==> src/design/tsb_pkg.sv <==
`timescale 1ns / 1ps

package tsb_pkg;

  localparam int unsigned BLOCK_W  = 16;
  localparam int unsigned NIB_W    = 4;
  localparam int unsigned NIB_CNT  = BLOCK_W / NIB_W;
  localparam int unsigned ROT_AMT  = 3;

  typedef enum logic {
    OP_ENCRYPT = 1'b0,
    OP_DECRYPT = 1'b1
  } tsb_op_e;

  typedef enum logic {
    REG_KEY_A = 1'b0,
    REG_KEY_B = 1'b1
  } tsb_reg_e;

  typedef struct packed {
    tsb_op_e              op;
    logic [BLOCK_W-1:0]   blk;
  } tsb_word_t;

  function automatic logic [NIB_W-1:0] sbox_fwd(input logic [NIB_W-1:0] x);
    logic [NIB_W-1:0] y;
    unique case (x)
      4'h0: y = 4'hC;
      4'h1: y = 4'h5;
      4'h2: y = 4'h6;
      4'h3: y = 4'hB;
      4'h4: y = 4'h9;
      4'h5: y = 4'h0;
      4'h6: y = 4'hA;
      4'h7: y = 4'hD;
      4'h8: y = 4'h3;
      4'h9: y = 4'hE;
      4'hA: y = 4'hF;
      4'hB: y = 4'h8;
      4'hC: y = 4'h4;
      4'hD: y = 4'h7;
      4'hE: y = 4'h1;
      4'hF: y = 4'h2;
      default: y = 4'h0;
    endcase
    return y;
  endfunction

  function automatic logic [NIB_W-1:0] sbox_rev(input logic [NIB_W-1:0] x);
    logic [NIB_W-1:0] y;
    unique case (x)
      4'h0: y = 4'h5;
      4'h1: y = 4'hE;
      4'h2: y = 4'hF;
      4'h3: y = 4'h8;
      4'h4: y = 4'hC;
      4'h5: y = 4'h1;
      4'h6: y = 4'h2;
      4'h7: y = 4'hD;
      4'h8: y = 4'hB;
      4'h9: y = 4'h4;
      4'hA: y = 4'h6;
      4'hB: y = 4'h3;
      4'hC: y = 4'h0;
      4'hD: y = 4'h7;
      4'hE: y = 4'h9;
      4'hF: y = 4'hA;
      default: y = 4'h0;
    endcase
    return y;
  endfunction

  function automatic logic [BLOCK_W-1:0] sub_layer(input logic [BLOCK_W-1:0] v,
                                                    input logic inv);
    logic [BLOCK_W-1:0] res;
    res = '0;
    for (int n = 0; n < NIB_CNT; n++) begin
      res[n*NIB_W +: NIB_W] = inv ? sbox_rev(v[n*NIB_W +: NIB_W])
                                  : sbox_fwd(v[n*NIB_W +: NIB_W]);
    end
    return res;
  endfunction

  function automatic logic [BLOCK_W-1:0] rot_left(input logic [BLOCK_W-1:0] v);
    return {v[BLOCK_W-1-ROT_AMT:0], v[BLOCK_W-1:BLOCK_W-ROT_AMT]};
  endfunction

  function automatic logic [BLOCK_W-1:0] rot_right(input logic [BLOCK_W-1:0] v);
    return {v[ROT_AMT-1:0], v[BLOCK_W-1:ROT_AMT]};
  endfunction

endpackage

==> src/design/toy_spn_block_cipher_16.sv <==
`timescale 1ns / 1ps
// 16-bit toy substitution-permutation cipher, one word in and one word out.
// input channel: in_valid_i with opcode_i (0 encrypt, 1 decrypt) and
// data_block_i; a word is taken when in_valid_i is high and in_stall_o low.
// output channel: out_valid_o with result_block_o; a word leaves when
// out_valid_o is high and out_stall_i low.
// keys: cfg_we_i writes cfg_data_i to key a (index 0) or key b (index 1);
// write keys only while no word is in flight.
// the datapath is a chain of ROUND_COUNT round cells, each a register stage
// doing one full round; an accepted word is registered in each cell in turn
// and out_valid_o rises once it sits in the last cell; throughput is one word
// per cycle while out_stall_i is low.
// each cell holds its word while the next one is full and stalled, so a
// stall at the output backs up one cell at a time; in_stall_o rises only
// once every cell is holding a word.
// reset clears both keys to zero and empties the chain; it needs no
// clearing pass.
module toy_spn_block_cipher_16
  import tsb_pkg::*;
#(
  parameter int unsigned ROUND_COUNT = 4
) (
  input  logic               clk_i,
  input  logic               rst_ni,
  input  logic               cfg_we_i,
  input  logic               cfg_idx_i,
  input  logic [BLOCK_W-1:0] cfg_data_i,
  input  logic               in_valid_i,
  output logic               in_stall_o,
  input  logic               opcode_i,
  input  logic [BLOCK_W-1:0] data_block_i,
  output logic               out_valid_o,
  input  logic               out_stall_i,
  output logic [BLOCK_W-1:0] result_block_o
);

  logic [BLOCK_W-1:0] key_a_q;
  logic [BLOCK_W-1:0] key_b_q;

  logic      valid  [ROUND_COUNT+1];
  logic      ready  [ROUND_COUNT+1];
  tsb_word_t word   [ROUND_COUNT+1];
  logic [ROUND_COUNT-1:0] cell_full;

  always_ff @(posedge clk_i or negedge rst_ni) begin
    if (!rst_ni) begin
      key_a_q <= '0;
      key_b_q <= '0;
    end else if (cfg_we_i) begin
      unique case (tsb_reg_e'(cfg_idx_i))
        REG_KEY_A: key_a_q <= cfg_data_i;
        REG_KEY_B: key_b_q <= cfg_data_i;
        default:   key_a_q <= key_a_q;
      endcase
    end
  end

  assign valid[0]            = in_valid_i;
  assign word[0].op          = tsb_op_e'(opcode_i);
  assign word[0].blk         = data_block_i;
  assign ready[ROUND_COUNT]  = !out_stall_i;

  for (genvar g = 0; g < ROUND_COUNT; g++) begin : g_cell
    tsb_round_cell u_cell (
      .clk_i   (clk_i),
      .rst_ni  (rst_ni),
      .key_a_i (key_a_q),
      .key_b_i (key_b_q),
      .valid_i (valid[g]),
      .word_i  (word[g]),
      .ready_o (ready[g]),
      .valid_o (valid[g+1]),
      .word_o  (word[g+1]),
      .ready_i (ready[g+1])
    );
    assign cell_full[g] = valid[g+1];
  end

  assign in_stall_o     = !ready[0];
  assign out_valid_o    = valid[ROUND_COUNT];
  assign result_block_o = word[ROUND_COUNT].blk;

`ifndef SYNTHESIS
  a_stall_only_when_full: assert property (@(posedge clk_i) disable iff (!rst_ni)
    in_stall_o |-> &cell_full)
    else $error("input stalled with an empty cell in the chain");

  a_no_stall_when_drained: assert property (@(posedge clk_i) disable iff (!rst_ni)
    !out_stall_i |-> !in_stall_o)
    else $error("input stalled while the output is moving");

  a_accept_fills_first: assert property (@(posedge clk_i) disable iff (!rst_ni)
    (in_valid_i && !in_stall_o) |=> cell_full[0])
    else $error("accepted word not held in the first cell");
`endif

endmodule

==> src/design/tsb_round_cell.sv <==
`timescale 1ns / 1ps

module tsb_round_cell
  import tsb_pkg::*;
(
  input  logic               clk_i,
  input  logic               rst_ni,
  input  logic [BLOCK_W-1:0] key_a_i,
  input  logic [BLOCK_W-1:0] key_b_i,
  input  logic               valid_i,
  input  tsb_word_t          word_i,
  output logic               ready_o,
  output logic               valid_o,
  output tsb_word_t          word_o,
  input  logic               ready_i
);

  logic               valid_q, valid_d;
  tsb_word_t          word_q, word_d;
  logic [BLOCK_W-1:0] enc_blk;
  logic [BLOCK_W-1:0] dec_blk;

  assign ready_o = !valid_q || ready_i;

  always_comb begin
    enc_blk = sub_layer(rot_left(word_i.blk ^ key_a_i), 1'b0) ^ key_b_i;
    dec_blk = rot_right(sub_layer(word_i.blk ^ key_b_i, 1'b1)) ^ key_a_i;
  end

  always_comb begin
    valid_d    = ready_o ? valid_i : valid_q;
    word_d     = word_q;
    if (ready_o && valid_i) begin
      word_d.op = word_i.op;
      unique case (word_i.op)
        OP_ENCRYPT: word_d.blk = enc_blk;
        OP_DECRYPT: word_d.blk = dec_blk;
        default:    word_d.blk = enc_blk;
      endcase
    end
  end

  always_ff @(posedge clk_i or negedge rst_ni) begin
    if (!rst_ni) begin
      valid_q <= 1'b0;
    end else begin
      valid_q <= valid_d;
    end
  end

  always_ff @(posedge clk_i) begin
    word_q <= word_d;
  end

  assign valid_o = valid_q;
  assign word_o  = word_q;

endmodule

==> config.mk <==
export PLATFORM = sky130hd
export DESIGN_NAME = toy_spn_block_cipher_16
export DESIGN_NICKNAME = d
export VERILOG_FILES = /design/src/design/tsb_pkg.sv /design/src/design/toy_spn_block_cipher_16.sv /design/src/design/tsb_round_cell.sv
export SDC_FILE = /design/constraint.sdc
export NUM_CORES = 1
export LEC_CHECK = 0
export BUFFER_PORTS_ARGS = -buffer_cell sky130_fd_sc_hd__buf_2
export CAP_MARGIN = 30
export CELL_PAD_IN_SITES_DETAIL_PLACEMENT = 1
export CELL_PAD_IN_SITES_GLOBAL_PLACEMENT = 1
export CORE_UTILIZATION = 32
export CTS_CLUSTER_DIAMETER = 30
export CTS_CLUSTER_SIZE = 30
export DETAILED_ROUTE_END_ITERATION = 6
export MAX_ROUTING_LAYER = met4
export PLACE_DENSITY = 0.67
export SLEW_MARGIN = 25
export SYNTH_ARGS = -nofsm -noshare
export SYNTH_HDL_FRONTEND = slang
export SYNTH_SLANG_ARGS = --single-unit
export TNS_END_PERCENT = 1
==> constraint.sdc <==
create_clock -name clk_i -period 2.5 [get_ports clk_i]
set_input_delay 0.5 -clock clk_i [delete_from_list [all_inputs] [get_ports clk_i]]
set_output_delay 0.5 -clock clk_i [all_outputs]
set_load 0.1 [all_outputs]
Word-level counts from Yosys, hierarchy flattened. Memory sizes are Yosys's and may differ from the RTL's. Cells that the tools add are included.

Register bits: 103. Bits in read-only memories: 2048. Bits of input ports: 39. Logic and storage cells: 86. Memories: 32.

Memory list: (no name shown) (depth 16, bits a word 4, rd ports 1, clocked after Yosys merged registers in 0, wr ports 0, line tsb_pkg.sv:27) `unique case (x)`; (no name shown) (depth 16, bits a word 4, rd ports 1, clocked after Yosys merged registers in 0, wr ports 0, line tsb_pkg.sv:27); (no name shown) (depth 16, bits a word 4, rd ports 1, clocked after Yosys merged registers in 0, wr ports 0, line tsb_pkg.sv:27); (no name shown) (depth 16, bits a word 4, rd ports 1, clocked after Yosys merged registers in 0, wr ports 0, line tsb_pkg.sv:27); (no name shown) (depth 16, bits a word 4, rd ports 1, clocked after Yosys merged registers in 0, wr ports 0, line tsb_pkg.sv:51) `unique case (x)`; (no name shown) (depth 16, bits a word 4, rd ports 1, clocked after Yosys merged registers in 0, wr ports 0, line tsb_pkg.sv:51); 26 more memories.

Muxes and demuxes: 4. Bitwise operators: 21. Reduce and logical (&&, ||, !) cells: 16.

Operator list (number): 16-bit bitwise XOR (16); 16-bit one-hot mux with 2 select lines (4); 1-bit logical NOT (6); 1-bit inverter (5); 1-bit logical AND (4); 1-bit logical OR (4); 2-bit AND reduction (2).

Logic depth before layout (Yosys ltp). Gate-level depths: netlist of run 1.

Word-level depth: 6. Mapped depth: 9. Gate-level depth less buffers: 8.

Cells and area by module. From an unflattened synthesis of run 1, not the netlist that was laid out.

Cells, all modules: 1148. Area, all modules: 12567.1 µm².

Modules (own cells, without submodules): tsb_round_cell at g_cell[2].u_cell ... (times used 2, cells an instance 269, area an instance 2824.0 µm², seq. area each 535.5 µm²); tsb_round_cell at g_cell[0].u_cell (times used 1, cells an instance 269, area an instance 2832.7 µm², seq. area each 535.5 µm²); tsb_round_cell at g_cell[1].u_cell (times used 1, cells an instance 270, area an instance 2826.5 µm², seq. area each 535.5 µm²); toy_spn_block_cipher_16 (times used 1, cells an instance 71, area an instance 1260.0 µm², seq. area each 800.8 µm²).

Worst setup path after synthesis of run 1. Ideal clock, no wire load.

Path kind: register -> output. Start: reg g_cell[3].u_cell.valid_q. End: out in_stall_o. Arrival time: 1.908 ns. Slack: 0.092 ns. Stages on the path, launching flop included: 5. Path through: dfrtp_1 nand4_1 inv_1 nand2_1 inv_1.

Cells in the longest elaborated chain, start to end: 6.

RTL lines: from (decl) (line tsb_round_cell.sv:18) `logic valid_q, valid_d;`; from (signal assigned) (line tsb_round_cell.sv:47) `valid_q <= valid_d;`; 1-bit logical NOT (line tsb_round_cell.sv:23) `assign ready_o = !valid_q || ready_i;`; 1-bit logical OR (4 in a row) (line tsb_round_cell.sv:23); 1-bit logical NOT (line toy_spn_block_cipher_16.sv:79) `assign in_stall_o = !ready[0];`; to (decl) (line toy_spn_block_cipher_16.sv:29) `output logic in_stall_o,`.

No other way between the ends.

Final worst setup path of run 1.
Start: reg key_b_q[8]. End: reg g_cell[0].u_cell.word_q, in the netlist g_cell[0].u_cell.word_o[7], data pin.

Cells in the longest elaborated chain, start to end: 4.

RTL lines: from (decl) (line toy_spn_block_cipher_16.sv:38) `logic [BLOCK_W-1:0] key_b_q;`; from (signal assigned) (line toy_spn_block_cipher_16.sv:52) `REG_KEY_B: key_b_q <= cfg_data_i;`; 16-bit bitwise XOR (line tsb_round_cell.sv:27) `dec_blk = rot_right(sub_layer(word_i.blk ^ key_b_i, 1'b1)) ^ key_a_i;`; memory read 16 x 4 bit; 16-bit bitwise XOR (line tsb_round_cell.sv:27); 16-bit one-hot mux with 2 select lines (line tsb_round_cell.sv:35) `unique case (word_i.op)`; to (signal assigned) (line tsb_round_cell.sv:52) `word_q <= word_d;`; to (decl) (line tsb_round_cell.sv:19) `tsb_word_t word_q, word_d;`.

No other way between the ends. A chain may end at the register's enable or synchronous reset.

==> flow_summary_export.csv, run 1 <==
group,metric,value,unit
run_status,status,"completed",
timing,tightest_slew,0.7466,ns
cts,clock_tree.root_cell,"clkbuf_16",
timing,setup_viol,0,
power_and_ir_drop,powerDensity,1434,mW/mm^2
cells_and_area,drive_gt1_frac,0.2960,
drt,vias,9216,
yosys,synthFlopType,"edfxtp_1",
cells_and_area,nets,1520,
drt,drt_iter0_markers,334,
placed_design,dpl.hpwl,28820,microns
floorplanning,initial_core_util,0.3249,
floorplanning,ioPinCount,57,
cts,cts_buffers,9,
timing,finalCriticalPeriod,2.422,ns
yosys,synth_nets,1361,
critical_path,arrival,2.53,ns
critical_path,worstPathCellList,"xor2_1 > ha_1 > mux2i_1 > a221oi_1 > xor2_1 > mux2i_1",
global_route,grt_pass1_vias,10050,
cts,h-tree-depth,3,
yosys,synth_warnings,0,
timing,whs,0.08737,ns
critical_path,critPathMaxStageDelay,0.54,ns
job,max-cap-violations,0,
drt,route.detailed.drc,0,
drt,totalWireLength,34920,microns
min_path,hp-class,"input port to async pin",
drt,avgRoutedWirePerCell,18.54,microns
floorplanning,core,0.03973,sq mm
floorplanning,die_area,0.04115,sq mm
critical_path,slowest_stage,"dfrtp_1",
critical_path,cp-end-kind,"flop",
yosys,syn_area,0.01291,sq mm
drt,drt-vias-per-instance,4.894,
yosys,async_reset_ff_frac,0.3495,
critical_path,r2r_end,"g_cell[0].u_cell.word_o[7]$_DFFE_PP_",
yosys,avgSynthCellArea,10.81,sq um
cts,clock_sinks,103,
critical_path,rrSetupSlack,0.08,ns
yosys,synth.area.top_cells,"edfxtp_1 (16%), ha_1 (12%), xnor2_1 (11%)",
critical_path,critical_path_peak_fanout,6,
critical_path,r2r_cells,6,
cts,insertion_delay,0.38,ns
timing,finalCritPeriodShare,0.9689,
critical_path,start_kind,"flop",
timing,max_freq,412.8,MHz
global_route,grt_max_degree,33,
cts,path_clk_slew,0.08,ns
yosys,synth_top_area_share,0.1559,
yosys,synth_top_area_cell,"edfxtp_1",
global_route,overflow,0,
cells_and_area,n_antenna_cell,0,
critical_path,required,2.60,ns
timing,finalHoldViolCount,0,
cts,clk_path_buf_depth,2,
yosys,synthCells,1194,
global_route,grt_pass1_wl,55010,microns
critical_path,crit_path_start,"key_b_q[8]$_DFFE_PN0P_",
placed_design,place_congestion,0.8980,
timing,finalClockSkew,0.01625,ns
timing,relSlewSlack,0.5022,
drt,firstDrtPassIters,4,
cells_and_area,nFillCells,4471,
timing,rsz0062_at_grt,"yes",
drt,detail-route-antenna-nets,0,
critical_path,r2r_start,"key_b_q[8]$_DFFE_PN0P_",
floorplanning,row_count,73,
critical_path,critPathKind,"flop to flop",
yosys,synth_seq_cells,103,
yosys,synth_edf_count,67,
timing,tns,0,ns
placed_design,port_buffers,56,
cts,cts_tree,"built",
global_route,track_usage,0.1790,
yosys,ys_seq_area_frac,0.2256,
cells_and_area,area_growth_syn_to_layout,16.68,%
timing,drv_slew,0,
yosys,synth.distinct_cells,52,
floorplanning,fp.dieW,202.8,microns
global_route,antenna_found_initial,0,
floorplanning,die_h,202.8,microns
power_and_ir_drop,power_leakage,6.464,nW
power_and_ir_drop,ir_worst_vdd,482.3,uV
[registers in the layout, summed over array words and instances (netlist names)]
register,count
g_cell.u_cell.valid_o,4
g_cell.u_cell.word_o,67
key_a_q,16
key_b_q,16
[worst max-delay path: cells and delay by family, from the launching register on]
kind                     cells  cell delay [ns]
XOR/XNOR                     2             0.59
flip-flops                   1             0.54
multiplexers                 2             0.24
AO/OA/AOI/OAI                1             0.42
adder cells (fa/ha/maj)      1             0.36
[cell type report]
type,instances,area (sq um),area share
clock buffers,11,254.0,0.01686
clock inverters,5,37.54,0.002492
inverters,128,481.7,0.03198
multi-input cells,911,9236,0.6132
flip-flops and latches,103,2922,0.1940
well taps,525,656.9,0.04361
repair buffers,200,1474,0.09786
[cells by family after synthesis]
kind of cell | share of synthesized area
AO/OA/AOI/OAI | 0.06959
XOR/XNOR | 0.2602
adder cells (fa/ha/maj) | 0.1241
buffers and inverters | 0.06368
flip-flops | 0.2256
multiplexers | 0.2111
AND/OR/NAND/NOR | 0.04565
[timing repair]
action                     4_1_cts  5_1_grt
setup buffers                    0        0
hold buffers                     0        0
setup endpoints to repair        4       33
gates resized for setup          4       11
[metal layers]
layer  up-vias  routed length [microns]  global-route usage  share of wire
met4         0                      931             0.05397          0.027
met1      4595                    15490              0.2156           0.44
met5         -                        0                   -              0
li1       4441                        -                   -              -
met3        50                      959             0.02472          0.027
met2       130                    17540              0.3091           0.50
[how the worst max path moves through the flow]
stage	end	slack, ns	cells after the start
CTS	g_cell[3].u_cell.word_o[10]$_DFFE_PP_	-0.01	6
finish	g_cell[0].u_cell.word_o[7]$_DFFE_PP_	0.08	6
detailed placement	g_cell[2].u_cell.word_o[10]$_DFFE_PP_	-0.04	7
global placement	g_cell[0].u_cell.word_o[6]$_DFFE_PP_	-0.005	6
floorplan	in_stall_o	0.09	4
global route	g_cell[3].u_cell.word_o[7]$_DFFE_PP_	-0.09	6
[synthesized netlist by cell type, types with 9 or more instances]
cell type  instances
a21oi_1           26
o221ai_1           9
mux2i_1           99
xnor2_2           33
buf_2             11
buf_6             10
nor2_1            32
nand2_1           30
nand3_1           21
o21ai_1            9
inv_2             13
nor3_1            11
inv_1            114
clkbuf_1          13
edfxtp_1          67
xor2_1           107
xor2_2            17
xnor2_1          156
o21ai_0           29
mux2_2            46
dfrtp_1           36
ha_1             128
buf_4             15
o211ai_1          20
a211oi_1          11
mux4_2            52
[layout by cell type (no fill, tap or decap), drive strengths merged, types with 4 or more instances in the layout]
cell	Yosys	routed
buf	39	200
xnor2	191	191
xor2	130	130
inv	127	129
ha	128	128
mux2i	99	99
edfxtp	67	67
mux4	52	52
mux2	50	50
o21ai	38	38
dfrtp	36	36
nor2	32	32
nand2	30	30
a21oi	26	26
nand3	21	21
o211ai	20	20
a211oi	12	12
nor3	11	11
clkbuf	13	11
o221ai	9	9
a221oi	7	7
and2	6	6
a211o	5	5
nor3b	5	5
nand2b	5	5
nand4	4	4
a31oi	4	4
o22ai	4	4
nor2b	4	4
[power by group]
part           total [mW]  switching (mW)  internal [mW]
registers            3.67           0.857           2.81
logic                16.4            8.75           7.70
clock network        1.49           0.746          0.744
[metrics by stage]
step	instance area [sq um]	utilization	instances	power [mW]	setup WS (ns)
floorplan	12910	-	1194	15.75	0.09210
global placement	14700	0.3700	1867	19.61	-0.005351
detailed placement	14700	0.3700	1867	20.21	-0.03969
CTS	15020	0.3781	1883	21.82	-0.01499
global route	15060	0.3791	1883	23.32	-0.09406
finish	15060	0.3791	1883	21.60	0.07779
(Power assumes the default switching activity.)
==> run 2, diff against run 1 <==
--- a/config.mk
+++ b/config.mk
@@ -5,6 +5,7 @@
 export SDC_FILE = /design/constraint.sdc
 export NUM_CORES = 1
 export LEC_CHECK = 0
+export ABC_AREA = 1
 export BUFFER_PORTS_ARGS = -buffer_cell sky130_fd_sc_hd__buf_2
 export CAP_MARGIN = 30
 export CELL_PAD_IN_SITES_DETAIL_PLACEMENT = 1
@@ -14,7 +15,8 @@
 export CTS_CLUSTER_SIZE = 30
 export DETAILED_ROUTE_END_ITERATION = 6
 export MAX_ROUTING_LAYER = met4
-export PLACE_DENSITY = 0.67
+export PLACE_DENSITY = 0.72
+export RECOVER_POWER = 100
 export SLEW_MARGIN = 25
 export SYNTH_ARGS = -nofsm -noshare
 export SYNTH_HDL_FRONTEND = slang
==> flow_summary_export.csv, run 2 <==
group,metric,value,unit
yosys,ys_seq_area_frac,0.2196,
cts,h-tree-depth,3,
timing,setup_viol,0,
drt,drt_iter0_markers,696,
cts,clock_tree.root_cell,"clkbuf_16",
run_status,status,"finished with violations",
drt,vias,13440,
run_status,failed_checks,"max-capacitance violations, max-slew violations",
timing,finalHoldViolCount,0,
cts,cts_hold_repair.buffers,0,
floorplanning,die_h,205.6,microns
timing,max_freq,433.7,MHz
drt,totalWireLength,48850,microns
yosys,synth_top_area_cell,"nand2_1",
yosys,synthCells,2026,
global_route,grt_pass1_wl,76970,microns
critical_path,worstPathCellList,"buf_4 > xor2_1 > ha_1 > inv_1 > nand2_1 > nand2_1 > nand2_1 > o21ai_0 > nand2_1 > nand3_1 > nand2_1",
global_route,grt_max_degree,33,
yosys,synth_edf_count,67,
power_and_ir_drop,swShare,0.5586,
power_and_ir_drop,intPower,6.243,mW
critical_path,cp-end-kind,"flop",
timing,finalCriticalPeriod,2.306,ns
timing,finalClockSkew,0.01701,ns
drt,route.detailed.drc,0,
power_and_ir_drop,power_leakage,7.524,nW
yosys,synth_xor_area_frac,0.1072,
cells_and_area,n_antenna_cell,0,
critical_path,critical_path_peak_fanout,9,
cells_and_area,layout_commonest_cell,"nand2_1",
floorplanning,die_area,0.04226,sq mm
power_and_ir_drop,ir_worst_vdd,410.2,uV
placed_design,dp_slack,0.1565,ns
cells_and_area,nets,2266,
critical_path,crit_top_cell,"nand2_1",
timing,rsz0062_at_grt,"no",
yosys,synth_nets,2193,
timing,drv_slew,22,
placed_design,port_buffers,56,
global_route,track_usage,0.2449,
cts,cts_tree,"built",
timing,tns,0,ns
yosys,synth_seq_cells,103,
drt,detail-route-antenna-nets,0,
power_and_ir_drop,p_switching,7.901,mW
cts,clock_sinks,103,
cts,cts_buffers,9,
cells_and_area,area_growth_syn_to_layout,9.661,%
critical_path,critPathKind,"flop to flop",
critical_path,crit_family,"flip-flops",
global_route,grt_pass1_vias,13890,
yosys,synth_warnings,0,
floorplanning,fp.dieW,205.6,microns
critical_path,crit_path_start,"key_b_q[12]$_DFFE_PN0P_",
power_and_ir_drop,power_frac_clock,0.107,
cts,insertion_delay,0.39,ns
critical_path,r2r_start,"key_b_q[12]$_DFFE_PN0P_",
timing,relSlewSlack,-0.06529,
yosys,synthMuxAreaShare,0,
timing,finalCritPeriodShare,0.9222,
placed_design,place_congestion,0.9468,
yosys,synth_top_area_share,0.2213,
floorplanning,ioPinCount,57,
critical_path,arrival,2.45,ns
yosys,synth.distinct_cells,32,
power_and_ir_drop,powerDensity,972.6,mW/mm^2
floorplanning,initial_core_util,0.3248,
floorplanning,core,0.04083,sq mm
min_path,hold_start,"in_valid_i",
cts,path_clk_slew,0.08,ns
power_and_ir_drop,p_seq_frac,0.210,
job,max-cap-violations,1,
drt,drt-vias-per-instance,5.097,
placed_design,placed_cell_area,0.01434,sq mm
yosys,syn_area,0.01326,sq mm
yosys,synth.area.top_cells,"nand2_1 (22%), edfxtp_1 (15%), ha_1 (12%)",
global_route,antenna_found_initial,0,
yosys,synth_top_family_by_area,"simple AND/OR/NAND/NOR gates",
yosys,synth-compound-area-share,0.09784,
yosys,synthFlopType,"edfxtp_1",
critical_path,required,2.64,ns
critical_path,slowest_stage,"dfrtp_1",
timing,tightest_slew,1.598,ns
yosys,avgSynthCellArea,6.546,sq um
yosys,synthTopCellsByCount,"nand2_1 (782), nand3_1 (301), inv_1 (205)",
yosys,async_reset_ff_frac,0.3495,
floorplanning,row_count,74,
yosys,synth.most_common_cell,"nand2_1",
placed_design,dpl.hpwl,38970,microns
cells_and_area,drive_gt1_frac,0.08413,
critical_path,start_kind,"flop",
power_and_ir_drop,p_comb_frac,0.683,
global_route,overflow,0,
timing,worst_slack,0.1944,ns
critical_path,crit_buf_inv,2,
yosys,yosys.area_share.adder,0.1208,
cells_and_area,largest_reg_flops,67,
drt,avgRoutedWirePerCell,18.53,microns
min_path,hp-class,"input port to flop",
cells_and_area,final_cell_mix,"nand2_1 (782), nand3_1 (301), inv_1 (205), ha_1 (128), o21ai_0 (116)",
critical_path,critPathMaxStageDelay,0.59,ns
cts,clk_path_buf_depth,2,
yosys,synth-simple-area-share,0.3595,
drt,firstDrtPassIters,5,
cells_and_area,stdcell_area,0.01454,sq mm
==> run 2: cell count changes in the layout (fill, tap and decap cells not counted), moves of 86 or more <==
cell     change
inv_1       +91
mux2i_1     -99
o21ai_0     +87
nand2_1    +752
buf_4       -86
xnor2_1     -91
nand3_1    +280
==> run 2: cells by family (layout without fill, tap and decap cells) <==
group | count (synthesis) | after routing
xor+xnor | 140 | 140
compound gates | 225 | 225
fa+ha+maj | 128 | 128
flops | 103 | 103
buf+inv | 285 | 363
simple gates | 1145 | 1145
==> run 2: path summary, 6_finish.rpt <==
path	slack [ns]	cells after the start	to
worst max-delay path	0.19	11	g_cell[0].u_cell.word_o[9]$_DFFE_PP_
worst min-delay path	0.36	3	g_cell[0].u_cell.valid_o$_DFFE_PN0N_
worst max register to register	0.19	11	g_cell[0].u_cell.word_o[9]$_DFFE_PP_
worst min register to register	0.47	2	g_cell[3].u_cell.valid_o$_DFFE_PN0P_
max in group asynchronous	0.64	2	key_a_q[13]$_DFFE_PN0P_
min in group asynchronous	0.50	1	key_a_q[8]$_DFFE_PN0P_
==> run 2: worst reg2reg max path: stages, from the launching register on <==
cell	delay (ns)
dfrtp_1	0.59
buf_4	0.23
xor2_1	0.33
ha_1	0.31
inv_1	0.06
nand2_1	0.08
nand2_1	0.08
nand2_1	0.06
o21ai_0	0.09
nand2_1	0.08
nand3_1	0.11
nand2_1	0.05
==> run 2: per-layer routing <==
layer | global-route usage | up-vias | wire [microns]
met5 | - | - | 0
met4 | 0.06667 | 0 | 1170
met3 | 0.01964 | 56 | 1214
met2 | 0.4116 | 174 | 23190
met1 | 0.3143 | 6512 | 23270
li1 | - | 6694 | -
==> run 2: timing repair <==
item                                    in CTS  in global routing
buffers inserted                             0                  0
endpoints found under the setup margin       0                  2
resized for setup                            0                  1
==> run 2: power by group through the flow <==
stage,clock network [mW],registers (mW),logic [mW]
4_1_cts,1.54,2.97,9.74
3_3_place_gp,0,2.98,9.32
6_report,1.52,2.97,9.66
3_5_place_dp,0,3.00,9.68
5_1_grt,1.60,3.02,11.0
2_1_floorplan,0,3.36,6.66
==> run 2: final cells by class <==
cell class / instances / area [sq um]
fill: 5313 / 26290
multi-input combinational: 1638 / 9100
sequential: 103 / 2914
inverter: 225 / 844.6
timing repair buffer: 122 / 733.2
tap: 532 / 665.6
clock buffer: 12 / 257.7
clock inverter: 4 / 27.53
==> run 2: per-stage QoR <==
step | hold WS [ns] | utilization | total power [mW] | cells
global route | 0.3831 | 0.3562 | 15.60 | 2636
finish | 0.3589 | 0.3562 | 14.14 | 2636
global placement | 0.4537 | 0.3513 | 12.31 | 2620
CTS | 0.1576 | 0.3583 | 14.25 | 2636
detailed placement | 0.4678 | 0.3513 | 12.67 | 2620
floorplan | 0.2044 | - | 10.02 | 2026
